### src/hdl/lps_pkg.sv
// lps_pkg: shared types and constants of the led pattern sequencer
`default_nettype none

package lps_pkg;

   localparam int OPCODE_W = 2;
   localparam int POT_W    = 10;
   localparam int BASE_W   = 12;
   localparam int LED_W    = 8;
   localparam int SCALE_W  = 16;

   typedef enum logic [OPCODE_W-1:0] {
      OP_TICK = 2'd0,
      OP_PREV = 2'd1,
      OP_NEXT = 2'd2
   } opcode_type;

   localparam logic [BASE_W-1:0] BASE_DELAY_RESET = 12'd150;

   localparam logic [POT_W-1:0] TIER_1 = 10'd205;
   localparam logic [POT_W-1:0] TIER_2 = 10'd410;
   localparam logic [POT_W-1:0] TIER_3 = 10'd615;
   localparam logic [POT_W-1:0] TIER_4 = 10'd820;

   localparam logic [LED_W-1:0] SNAKE_START      = 8'b0000_0111;
   localparam logic [LED_W-1:0] SNAKE_LEFT_LIMIT = 8'b0111_1000;
   localparam logic [LED_W-1:0] SNAKE_RIGHT_END  = 8'b1110_0000;
   localparam logic [LED_W-1:0] SNAKE_TURN_LEFT  = 8'(SNAKE_START << 1);
   localparam logic [LED_W-1:0] COUNT_START      = 8'd255;

   typedef struct packed {
      logic [LED_W-1:0] led_pattern;
      logic             active_mode;
      logic             stepped;
   } result_type;

endpackage

`default_nettype wire

### src/hdl/lps_req_if.sv
// lps_req_if: request channel carrying opcode and potentiometer sample
`default_nettype none

interface lps_req_if;
   logic                         valid;
   logic                         ready;
   logic [lps_pkg::OPCODE_W-1:0] opcode;
   logic [lps_pkg::POT_W-1:0]    pot_sample;

   modport source (output valid, output opcode, output pot_sample, input ready);
   modport sink   (input valid, input opcode, input pot_sample, output ready);
endinterface

`default_nettype wire

### src/hdl/lps_rsp_if.sv
// lps_rsp_if: response channel carrying the led byte and status
`default_nettype none

interface lps_rsp_if;
   logic                      valid;
   logic                      ready;
   logic [lps_pkg::LED_W-1:0] led_pattern;
   logic                      active_mode;
   logic                      stepped;

   modport source (output valid, output led_pattern, output active_mode, output stepped,
                   input ready);
   modport sink   (input valid, input led_pattern, input active_mode, input stepped,
                   output ready);
endinterface

`default_nettype wire

### src/hdl/lps_period.sv
// lps_period: speed tier scaling of the base delay into a step period
`default_nettype none

module lps_period #(
   parameter int PERIOD_BITS = 16
) (
   input  wire logic [lps_pkg::BASE_W-1:0] base_delay,
   input  wire logic [lps_pkg::POT_W-1:0]  pot_sample,
   output logic      [PERIOD_BITS-1:0]     period
);

   localparam int WIDE_W = (PERIOD_BITS > lps_pkg::SCALE_W) ? PERIOD_BITS : lps_pkg::SCALE_W;
   localparam logic [WIDE_W-1:0] PERIOD_MAX = WIDE_W'((65'd1 << PERIOD_BITS) - 65'd1);

   logic [lps_pkg::SCALE_W-1:0] base_ext;
   logic [lps_pkg::SCALE_W-1:0] scaled;
   logic [WIDE_W-1:0]           scaled_wide;
   logic [WIDE_W-1:0]           capped;

   assign base_ext = lps_pkg::SCALE_W'(base_delay);

   always_comb begin
      if (pot_sample < lps_pkg::TIER_1) begin
         scaled = base_ext >> 1;
      end else if (pot_sample < lps_pkg::TIER_2) begin
         scaled = base_ext << 2;
      end else if (pot_sample < lps_pkg::TIER_3) begin
         scaled = base_ext >> 2;
      end else if (pot_sample < lps_pkg::TIER_4) begin
         // times twelve as eight plus four
         scaled = (base_ext << 3) + (base_ext << 2);
      end else begin
         scaled = base_ext >> 3;
      end
   end

   assign scaled_wide = WIDE_W'(scaled);
   assign capped      = (scaled_wide > PERIOD_MAX) ? PERIOD_MAX : scaled_wide;
   assign period      = (capped == '0) ? PERIOD_BITS'(1) : capped[PERIOD_BITS-1:0];

endmodule

`default_nettype wire

### src/hdl/lps_engine.sv
// lps_engine: pattern state, tick counter and per-beat step logic
`default_nettype none

module lps_engine #(
   parameter int PERIOD_BITS = 16
) (
   input  wire logic                             clock,
   input  wire logic                             reset,
   input  wire logic                             step_en,
   input  wire logic [lps_pkg::OPCODE_W-1:0]     opcode,
   input  wire logic [lps_pkg::POT_W-1:0]        pot_sample,
   input  wire logic [lps_pkg::BASE_W-1:0]       base_delay,
   output lps_pkg::result_type                   result
);

   logic                      mode_ff, mode_in;
   logic [lps_pkg::LED_W-1:0] snake_ff, snake_in;
   logic                      left_ff, left_in;
   logic [lps_pkg::LED_W-1:0] down_ff, down_in;
   logic [PERIOD_BITS-1:0]    tick_ff, tick_in;
   logic [PERIOD_BITS-1:0]    period_ff, period_in;

   logic [PERIOD_BITS-1:0]    scaled_period;
   logic [PERIOD_BITS-1:0]    tick_inc;
   logic [lps_pkg::LED_W-1:0] shifted;
   logic                      stepped;

   lps_period #(
      .PERIOD_BITS (PERIOD_BITS)
   ) u_period (
      .base_delay (base_delay),
      .pot_sample (pot_sample),
      .period     (scaled_period)
   );

   assign tick_inc = tick_ff + PERIOD_BITS'(1);

   always_comb begin
      mode_in   = mode_ff;
      snake_in  = snake_ff;
      left_in   = left_ff;
      down_in   = down_ff;
      tick_in   = tick_ff;
      period_in = period_ff;
      shifted   = '0;
      stepped   = 1'b0;
      case (lps_pkg::opcode_type'(opcode))
         lps_pkg::OP_TICK: begin
            if (tick_ff == '0) begin
               period_in = scaled_period;
            end
            if (tick_inc >= period_in) begin
               tick_in = '0;
               stepped = 1'b1;
               if (!mode_ff) begin
                  if (left_ff) begin
                     shifted = snake_ff << 1;
                     if (shifted > lps_pkg::SNAKE_LEFT_LIMIT) begin
                        snake_in = lps_pkg::SNAKE_RIGHT_END;
                        left_in  = 1'b0;
                     end else begin
                        snake_in = shifted;
                     end
                  end else begin
                     shifted = snake_ff >> 1;
                     if (shifted < lps_pkg::SNAKE_START) begin
                        snake_in = lps_pkg::SNAKE_TURN_LEFT;
                        left_in  = 1'b1;
                     end else begin
                        snake_in = shifted;
                     end
                  end
               end else begin
                  down_in = down_ff - lps_pkg::LED_W'(1);
               end
            end else begin
               tick_in = tick_inc;
            end
         end
         lps_pkg::OP_PREV, lps_pkg::OP_NEXT: begin
            mode_in  = !mode_ff;
            snake_in = lps_pkg::SNAKE_START;
            left_in  = 1'b1;
            down_in  = lps_pkg::COUNT_START;
            tick_in  = '0;
            stepped  = 1'b1;
         end
         default: begin
         end
      endcase
   end

   always_ff @(posedge clock) begin
      if (reset) begin
         mode_ff   <= 1'b0;
         snake_ff  <= lps_pkg::SNAKE_START;
         left_ff   <= 1'b1;
         down_ff   <= lps_pkg::COUNT_START;
         tick_ff   <= '0;
         period_ff <= '0;
      end else if (step_en) begin
         mode_ff   <= mode_in;
         snake_ff  <= snake_in;
         left_ff   <= left_in;
         down_ff   <= down_in;
         tick_ff   <= tick_in;
         period_ff <= period_in;
      end
   end

   assign result.led_pattern = mode_in ? down_in : snake_in;
   assign result.active_mode = mode_in;
   assign result.stepped     = stepped;

endmodule

`default_nettype wire

### src/hdl/led_pattern_sequencer.sv
// led_pattern_sequencer: top level with request and response registers
//
// Usage: drive request beats on req_chan (opcode, pot_sample); opcode tick
// advances time, previous or next press toggles the mode and restarts the
// pattern. Every request beat yields exactly one response beat on rsp_chan
// carrying the led byte, the active mode and a stepped flag.
// csr_write_enable with csr_write_data loads base_delay (reset value 150);
// write it only while no beat is in flight.
// Path: an accepted request waits in the request register; the state update
// loads the response register from it when the response side has room.
// Throughput: one beat per cycle while rsp_chan.ready stays high, set by
// the single step of the state update between the two registers.
// Reset: synchronous, active high; both registers empty, snake mode at 0x07
// moving left, counter at 255, tick counter and period cleared.
// Stall: while rsp_chan.ready is low the response holds; one more request is
// still taken into the request register, then req_chan.ready drops.
`default_nettype none

module led_pattern_sequencer #(
   parameter int PERIOD_BITS = 16
) (
   input  wire logic                          clock,
   input  wire logic                          reset,
   lps_req_if.sink                            req_chan,
   lps_rsp_if.source                          rsp_chan,
   input  wire logic                          csr_write_enable,
   input  wire logic [lps_pkg::BASE_W-1:0]    csr_write_data
);

   logic                         in_valid_ff, in_valid_in;
   logic [lps_pkg::OPCODE_W-1:0] in_opcode_ff;
   logic [lps_pkg::POT_W-1:0]    in_pot_ff;
   logic                         rsp_valid_ff, rsp_valid_in;
   lps_pkg::result_type          rsp_ff;
   logic [lps_pkg::BASE_W-1:0]   base_delay_ff;

   logic                         req_beat;
   logic                         rsp_load;
   lps_pkg::result_type          step_result;

   assign rsp_load       = in_valid_ff && (!rsp_valid_ff || rsp_chan.ready);
   assign req_chan.ready = !in_valid_ff || rsp_load;
   assign req_beat       = req_chan.valid && req_chan.ready;

   assign in_valid_in  = req_beat ? 1'b1 : (rsp_load ? 1'b0 : in_valid_ff);
   assign rsp_valid_in = rsp_load ? 1'b1 : (rsp_chan.ready ? 1'b0 : rsp_valid_ff);

   lps_engine #(
      .PERIOD_BITS (PERIOD_BITS)
   ) u_engine (
      .clock      (clock),
      .reset      (reset),
      .step_en    (rsp_load),
      .opcode     (in_opcode_ff),
      .pot_sample (in_pot_ff),
      .base_delay (base_delay_ff),
      .result     (step_result)
   );

   always_ff @(posedge clock) begin
      if (reset) begin
         in_valid_ff   <= 1'b0;
         rsp_valid_ff  <= 1'b0;
         base_delay_ff <= lps_pkg::BASE_DELAY_RESET;
      end else begin
         in_valid_ff  <= in_valid_in;
         rsp_valid_ff <= rsp_valid_in;
         if (csr_write_enable) begin
            base_delay_ff <= csr_write_data;
         end
      end
   end

   always_ff @(posedge clock) begin
      if (req_beat) begin
         in_opcode_ff <= req_chan.opcode;
         in_pot_ff    <= req_chan.pot_sample;
      end
      if (rsp_load) begin
         rsp_ff <= step_result;
      end
   end

   assign rsp_chan.valid       = rsp_valid_ff;
   assign rsp_chan.led_pattern = rsp_ff.led_pattern;
   assign rsp_chan.active_mode = rsp_ff.active_mode;
   assign rsp_chan.stepped     = rsp_ff.stepped;

   // a press always reports a step
   press_reports_step: assert property (@(posedge clock) disable iff (reset)
      rsp_load && (in_opcode_ff == lps_pkg::OP_PREV || in_opcode_ff == lps_pkg::OP_NEXT)
      |=> rsp_chan.valid && rsp_chan.stepped)
      else $error("press beat without stepped flag");

   // snake mode always shows three adjacent leds
   snake_three_leds: assert property (@(posedge clock) disable iff (reset)
      rsp_chan.valid && !rsp_chan.active_mode |-> $countones(rsp_chan.led_pattern) == 3)
      else $error("snake pattern lost its three leds");

   // request side only stalls when the request register is occupied
   stall_needs_full: assert property (@(posedge clock) disable iff (reset)
      !req_chan.ready |-> in_valid_ff && rsp_valid_ff && !rsp_chan.ready)
      else $error("request stalled with room available");

   // a held response that was not taken stays valid
   rsp_not_dropped: assert property (@(posedge clock) disable iff (reset)
      rsp_valid_ff && !rsp_chan.ready |=> rsp_valid_ff)
      else $error("response dropped without a beat");

endmodule

`default_nettype wire

### src/flat_wrapper.sv
// flat-port wrapper written by rule: the top's interface ports become plain ports
module led_pattern_sequencer_flat 
#(
   parameter int PERIOD_BITS = 16
)
  (clock, reset, csr_write_enable, csr_write_data, req_chan_valid, req_chan_opcode, req_chan_pot_sample, req_chan_ready, rsp_chan_valid, rsp_chan_led_pattern, rsp_chan_active_mode, rsp_chan_stepped, rsp_chan_ready);
  lps_req_if req_chan_i ();
  lps_rsp_if rsp_chan_i ();
  input  wire logic clock;
  input  wire logic reset;
  input  wire logic csr_write_enable;
  input  wire logic [lps_pkg::BASE_W-1:0] csr_write_data;
  input wire logic [$bits(req_chan_i.valid)-1:0] req_chan_valid;
  input wire logic [$bits(req_chan_i.opcode)-1:0] req_chan_opcode;
  input wire logic [$bits(req_chan_i.pot_sample)-1:0] req_chan_pot_sample;
  output wire logic [$bits(req_chan_i.ready)-1:0] req_chan_ready;
  output wire logic [$bits(rsp_chan_i.valid)-1:0] rsp_chan_valid;
  output wire logic [$bits(rsp_chan_i.led_pattern)-1:0] rsp_chan_led_pattern;
  output wire logic [$bits(rsp_chan_i.active_mode)-1:0] rsp_chan_active_mode;
  output wire logic [$bits(rsp_chan_i.stepped)-1:0] rsp_chan_stepped;
  input wire logic [$bits(rsp_chan_i.ready)-1:0] rsp_chan_ready;
  assign req_chan_i.valid = req_chan_valid;
  assign req_chan_i.opcode = req_chan_opcode;
  assign req_chan_i.pot_sample = req_chan_pot_sample;
  assign req_chan_ready = req_chan_i.ready;
  assign rsp_chan_valid = rsp_chan_i.valid;
  assign rsp_chan_led_pattern = rsp_chan_i.led_pattern;
  assign rsp_chan_active_mode = rsp_chan_i.active_mode;
  assign rsp_chan_stepped = rsp_chan_i.stepped;
  assign rsp_chan_i.ready = rsp_chan_ready;
  led_pattern_sequencer #(.PERIOD_BITS(PERIOD_BITS)) u_core (.clock(clock), .reset(reset), .req_chan(req_chan_i), .rsp_chan(rsp_chan_i), .csr_write_enable(csr_write_enable), .csr_write_data(csr_write_data));
endmodule
### config.mk
export PLATFORM = sky130hd
export DESIGN_NAME = led_pattern_sequencer_flat
export DESIGN_NICKNAME = d
export VERILOG_FILES = /design/src/hdl/lps_pkg.sv /design/src/hdl/lps_req_if.sv /design/src/hdl/lps_rsp_if.sv /design/src/hdl/lps_period.sv /design/src/hdl/lps_engine.sv /design/src/hdl/led_pattern_sequencer.sv /design/src/flat_wrapper.sv
export SDC_FILE = /design/constraint.sdc
export NUM_CORES = 1
export LEC_CHECK = 0
export ABC_AREA = 1
export BUFFER_PORTS_ARGS = -buffer_cell sky130_fd_sc_hd__buf_2
export CAP_MARGIN = 0
export CORE_ASPECT_RATIO = 0.9
export CORE_UTILIZATION = 45
export DETAILED_ROUTE_END_ITERATION = 10
export PLACE_DENSITY_LB_ADDON = 0.25
export SLEW_MARGIN = 20
export SYNTH_ARGS = -nofsm -noshare
export SYNTH_HDL_FRONTEND = slang
export SYNTH_SLANG_ARGS = --single-unit
export TNS_END_PERCENT = 30
### constraint.sdc
create_clock -name clock -period 9.65 [get_ports clock]
set_input_delay 0.965 -clock clock [delete_from_list [all_inputs] [get_ports clock]]
set_output_delay 0.965 -clock clock [all_outputs]
set_load 0.03 [all_outputs]
==> flow_summary.ini <==
[synth]
synth-adder-area-share_pct = 6.939
ys_top_cells_by_area = dfxtp_1 (21%), nand2_1 (17%), edfxtp_1 (11%)
synth_compound_gate_area_share_pct = 15.70
synth_top_area_cell = dfxtp_1
synth-xor-area-share_pct = 2.086
fraction_of_the_mapped_netlist_area_in_simple_logic_gates_pct = 33.23
number_of_cells_produced_by_synthesis = 956
commonest_cells_in_the_netlist = nand2_1 (290), inv_1 (129), a21oi_1 (90), nor2_1 (68), nand3_1 (67)
avgSynthCellArea_um2 = 6.526
register_area_share_after_synthesis_pct = 31.13
yosysTopAreaCellShare_pct = 20.54
postSynthNetCount = 1019
ys_warn_count = 0
synth-edff-count = 22
synthesis.area_um2 = 6238
asyncSetResetFlopFracSynth_pct = 0
post-synth-top-count-cell = nand2_1
synth_top_flop_cell = dfxtp_1
synth_top_family_by_area = simple AND/OR/NAND/NOR gates
synth.distinct_cells = 45
ys_seq_elements = 86
fraction_of_synthesized_area_in_multiplexers_pct = 0

[critical_path]
start_kind = flip-flop
timing.critical_path.required_ns = 9.76
capturing_element_type_of_the_critical_path = flip-flop
critical_path_peak_fanout = 13
r2r_cells = 27
regToRegStartpoint = u_core.base_delay_ff[1]
worst-setup-path-type = reg2reg
crit-reg2reg-capture = u_core.rsp_chan.led_pattern[4]
worst-endpoint-arrival_ns = 4.83
rrSetupSlack_ns = 4.93

[sta]
drv_slew = 0
fin_crit_ns = 4.718
tightestPinTransition_ns = 1.048
tns_ns = 0
rsz0062_at_grt = false
final_hold_viol_count = 0
finalWorstSetupSlack_ns = 4.932
share_of_the_cycle_needed_by_the_critical_path_after_routing_pct = 48.89
finalClockSkew_ns = 0.01177
setup_viol = 0
highest_clock_frequency_the_design_can_meet_mhz = 212.0
timing.slew.headroom_pct = 29.75

[routing]
top_layer_used = met4
met3RoutedLength_um = 901
vias_per_cell = 5.187
drt_wl_total_um = 15310
via_count = 5981
wire_per_inst_um = 13.28
initialDrtViolationCount = 494
routedLengthMet1_um = 7578
drt_drc_violations_left = 0
drt_pre_antenna_iters = 5
drtAntennaViolNets = 0
met2_wirelength_um = 6585

[global_route]
grt_first_pass_wirelength_um = 26030
grt_pass1_vias = 5446
grt_usage_pct = 22.56
pin_count_of_the_biggest_net_entering_global_routing = 34
globalRouteOverflowTotal = 0
initial_antenna_violation_count = 0

[final_layout]
post_route_standard_cell_area_excluding_fillers_um2 = 6848
drive_gt1_share_pct = 10.05
antennaDiodeCount = 0
finalNetCount = 1043
num-fill-cells = 1364
area.growth.synth_to_final_pct = 9.767

[power]
ir_drop_uv = 131.5
leakagePower_nw = 3.496
cellPowerDensity_nw_per_um2 = 147.0

[place]
port_buffers = 40
placement.cell_area_um2 = 6530
dpl.hpwl_um = 11210
place_ws_ns = 5.004
place.gp.congestion = 0.9039

[clock_tree]
clock-sinks = 86
clkTransAtPathRegs_ns = 0.08
cts_made_buffers = 9
clk_root_buffer_cell = clkbuf_16
cts_hold_buffers = 0
cts_max_level = 3
cts-resized-gates = 0
max-clock-path-buffers = 2
clkLatencyLatePin_ns = 0.36
tritoncts = yes
post-cts-setup-buffers = 0

[run_status]
run_status = complete, no violations

[floorplan]
width_of_the_die_um = 126.1
design.portCount = 41
core_region_area_um2 = 13410
std_cell_rows = 40
dieArea_um2 = 14340
initial_util_pct = 46.51
die_height_um = 113.7

[worst_hold_path]
holdCritStartpoint = u_core.u_engine.tick_ff[6]
holdPathStages = 2
min_to = u_core.u_engine.tick_ff[6]
worstHoldPathType = reg2reg

[flow_run]
cap_violations = 0
[cell families (layout without fill, tap and decap cells)]
logic type / count (synthesis) / in the layout
AO/OA/AOI/OAI: 176 / 176
XOR/XNOR: 14 / 14
adder cells (fa/ha/maj): 34 / 34
buffers and inverters: 175 / 204
flip-flops: 86 / 86
AND/OR/NAND/NOR: 471 / 471
[area by class of cell]
cell class | instances | area (um2) | share of cell area [%]
tap | 168 | 210.2 | 3.070
timing repair buffer | 41 | 207.7 | 3.033
sequential | 86 | 1942 | 28.36
inverter | 147 | 551.8 | 8.058
multi-input combinational | 695 | 3623 | 52.91
clock inverter | 7 | 87.58 | 1.279
clock buffer | 9 | 225.2 | 3.289
[metrics by stage]
step                      instances  power, mW  hold slack (ns)  util, %
after floorplan                 956     0.5835           0.4452        -
after global placement         1137     0.6369           0.4568    48.68
after detailed placement       1137     0.6367           0.4686    48.68
after CTS                      1153      1.016           0.4792    51.02
after global routing           1153      1.066           0.5051    51.05
final                          1153      1.007           0.4721    51.05
[power breakdown]
part / total (mW) / switching, mW / internal (mW)
sequential: 0.408 / 0.0182 / 0.390
clock: 0.375 / 0.167 / 0.208
combinational: 0.223 / 0.148 / 0.0750
total: 1.01 / 0.334 / 0.673
[placed cells by master, fill, tap and decap left out, drive strengths merged, types with 7 or more instances in the layout]
| master | instances |
|---|---|
| dfxtp | 64 |
| nand4 | 10 |
| nand3b | 7 |
| nor3 | 10 |
| o211ai | 25 |
| a21oi | 91 |
| edfxtp | 22 |
| nand3 | 67 |
| nand2 | 299 |
| buf | 41 |
| o21ai | 47 |
| clkbuf | 9 |
| ha | 33 |
| nor2 | 74 |
| inv | 147 |
| xor2 | 12 |
[routing by layer]
| layer | up-vias | global-route usage, % |
|---|---|---|
| met3 | 18 | 4.362 |
| met2 | 163 | 35.87 |
| met5 | - | 0 |
| met4 | 0 | 7.390 |
| li1 | 3152 | - |
| met1 | 2648 | 30.78 |
[worst max-delay path by stage]
stage                                 start                              to  slack (ns)  cells after the start
floorplan           u_core.base_delay_ff[1]  u_core.rsp_chan.led_pattern[6]        6.21                     33
global placement    u_core.base_delay_ff[1]  u_core.rsp_chan.led_pattern[3]        5.05                     27
detailed placement  u_core.base_delay_ff[1]  u_core.rsp_chan.led_pattern[3]        5.00                     27
CTS                 u_core.base_delay_ff[1]  u_core.rsp_chan.led_pattern[3]        4.98                     27
global route        u_core.base_delay_ff[1]     u_core.u_engine.snake_ff[4]        4.47                     33
finish              u_core.base_delay_ff[1]  u_core.rsp_chan.led_pattern[4]        4.93                     27
[state kept, by name, indices dropped and copies added (netlist names)]
signal                       flops
u_core.u_engine.snake_ff         8
u_core.rsp_chan.stepped          1
u_core.in_opcode_ff              2
u_core.u_engine.tick_ff         16
u_core.u_engine.period_ff       16
u_core.u_engine.mode_ff          1
u_core.rsp_chan.active_mode      1
u_core.base_delay_ff            12
u_core.in_valid_ff               1
u_core.rsp_chan.led_pattern      8
u_core.in_pot_ff                10
u_core.rsp_chan.valid            1
u_core.u_engine.left_ff          1
u_core.u_engine.down_ff          8
[critical path, cell delays in order, from the launching register on]
cell	delay [ns]
dfxtp_1	0.43
ha_1	0.26
inv_1	0.07
fa_1	0.41
inv_1	0.09
nand3_1	0.09
nand2_1	0.13
nand2_1	0.08
nand2_1	0.09
nand3_1	0.07
nand2_1	0.06
nand2_1	0.05
o21ai_0	0.15
inv_1	0.09
ha_1	0.30
nand2_1	0.06
inv_1	0.05
nand3_1	0.08
nor3_1	0.26
nand3_1	0.11
nand3_1	0.44
nand2_1	0.38
inv_1	0.30
nand2_1	0.09
nand3_1	0.11
nand2_1	0.08
o21ai_0	0.07
inv_1	0.05
No activity file was read; power rests on OpenSTA's default activity.
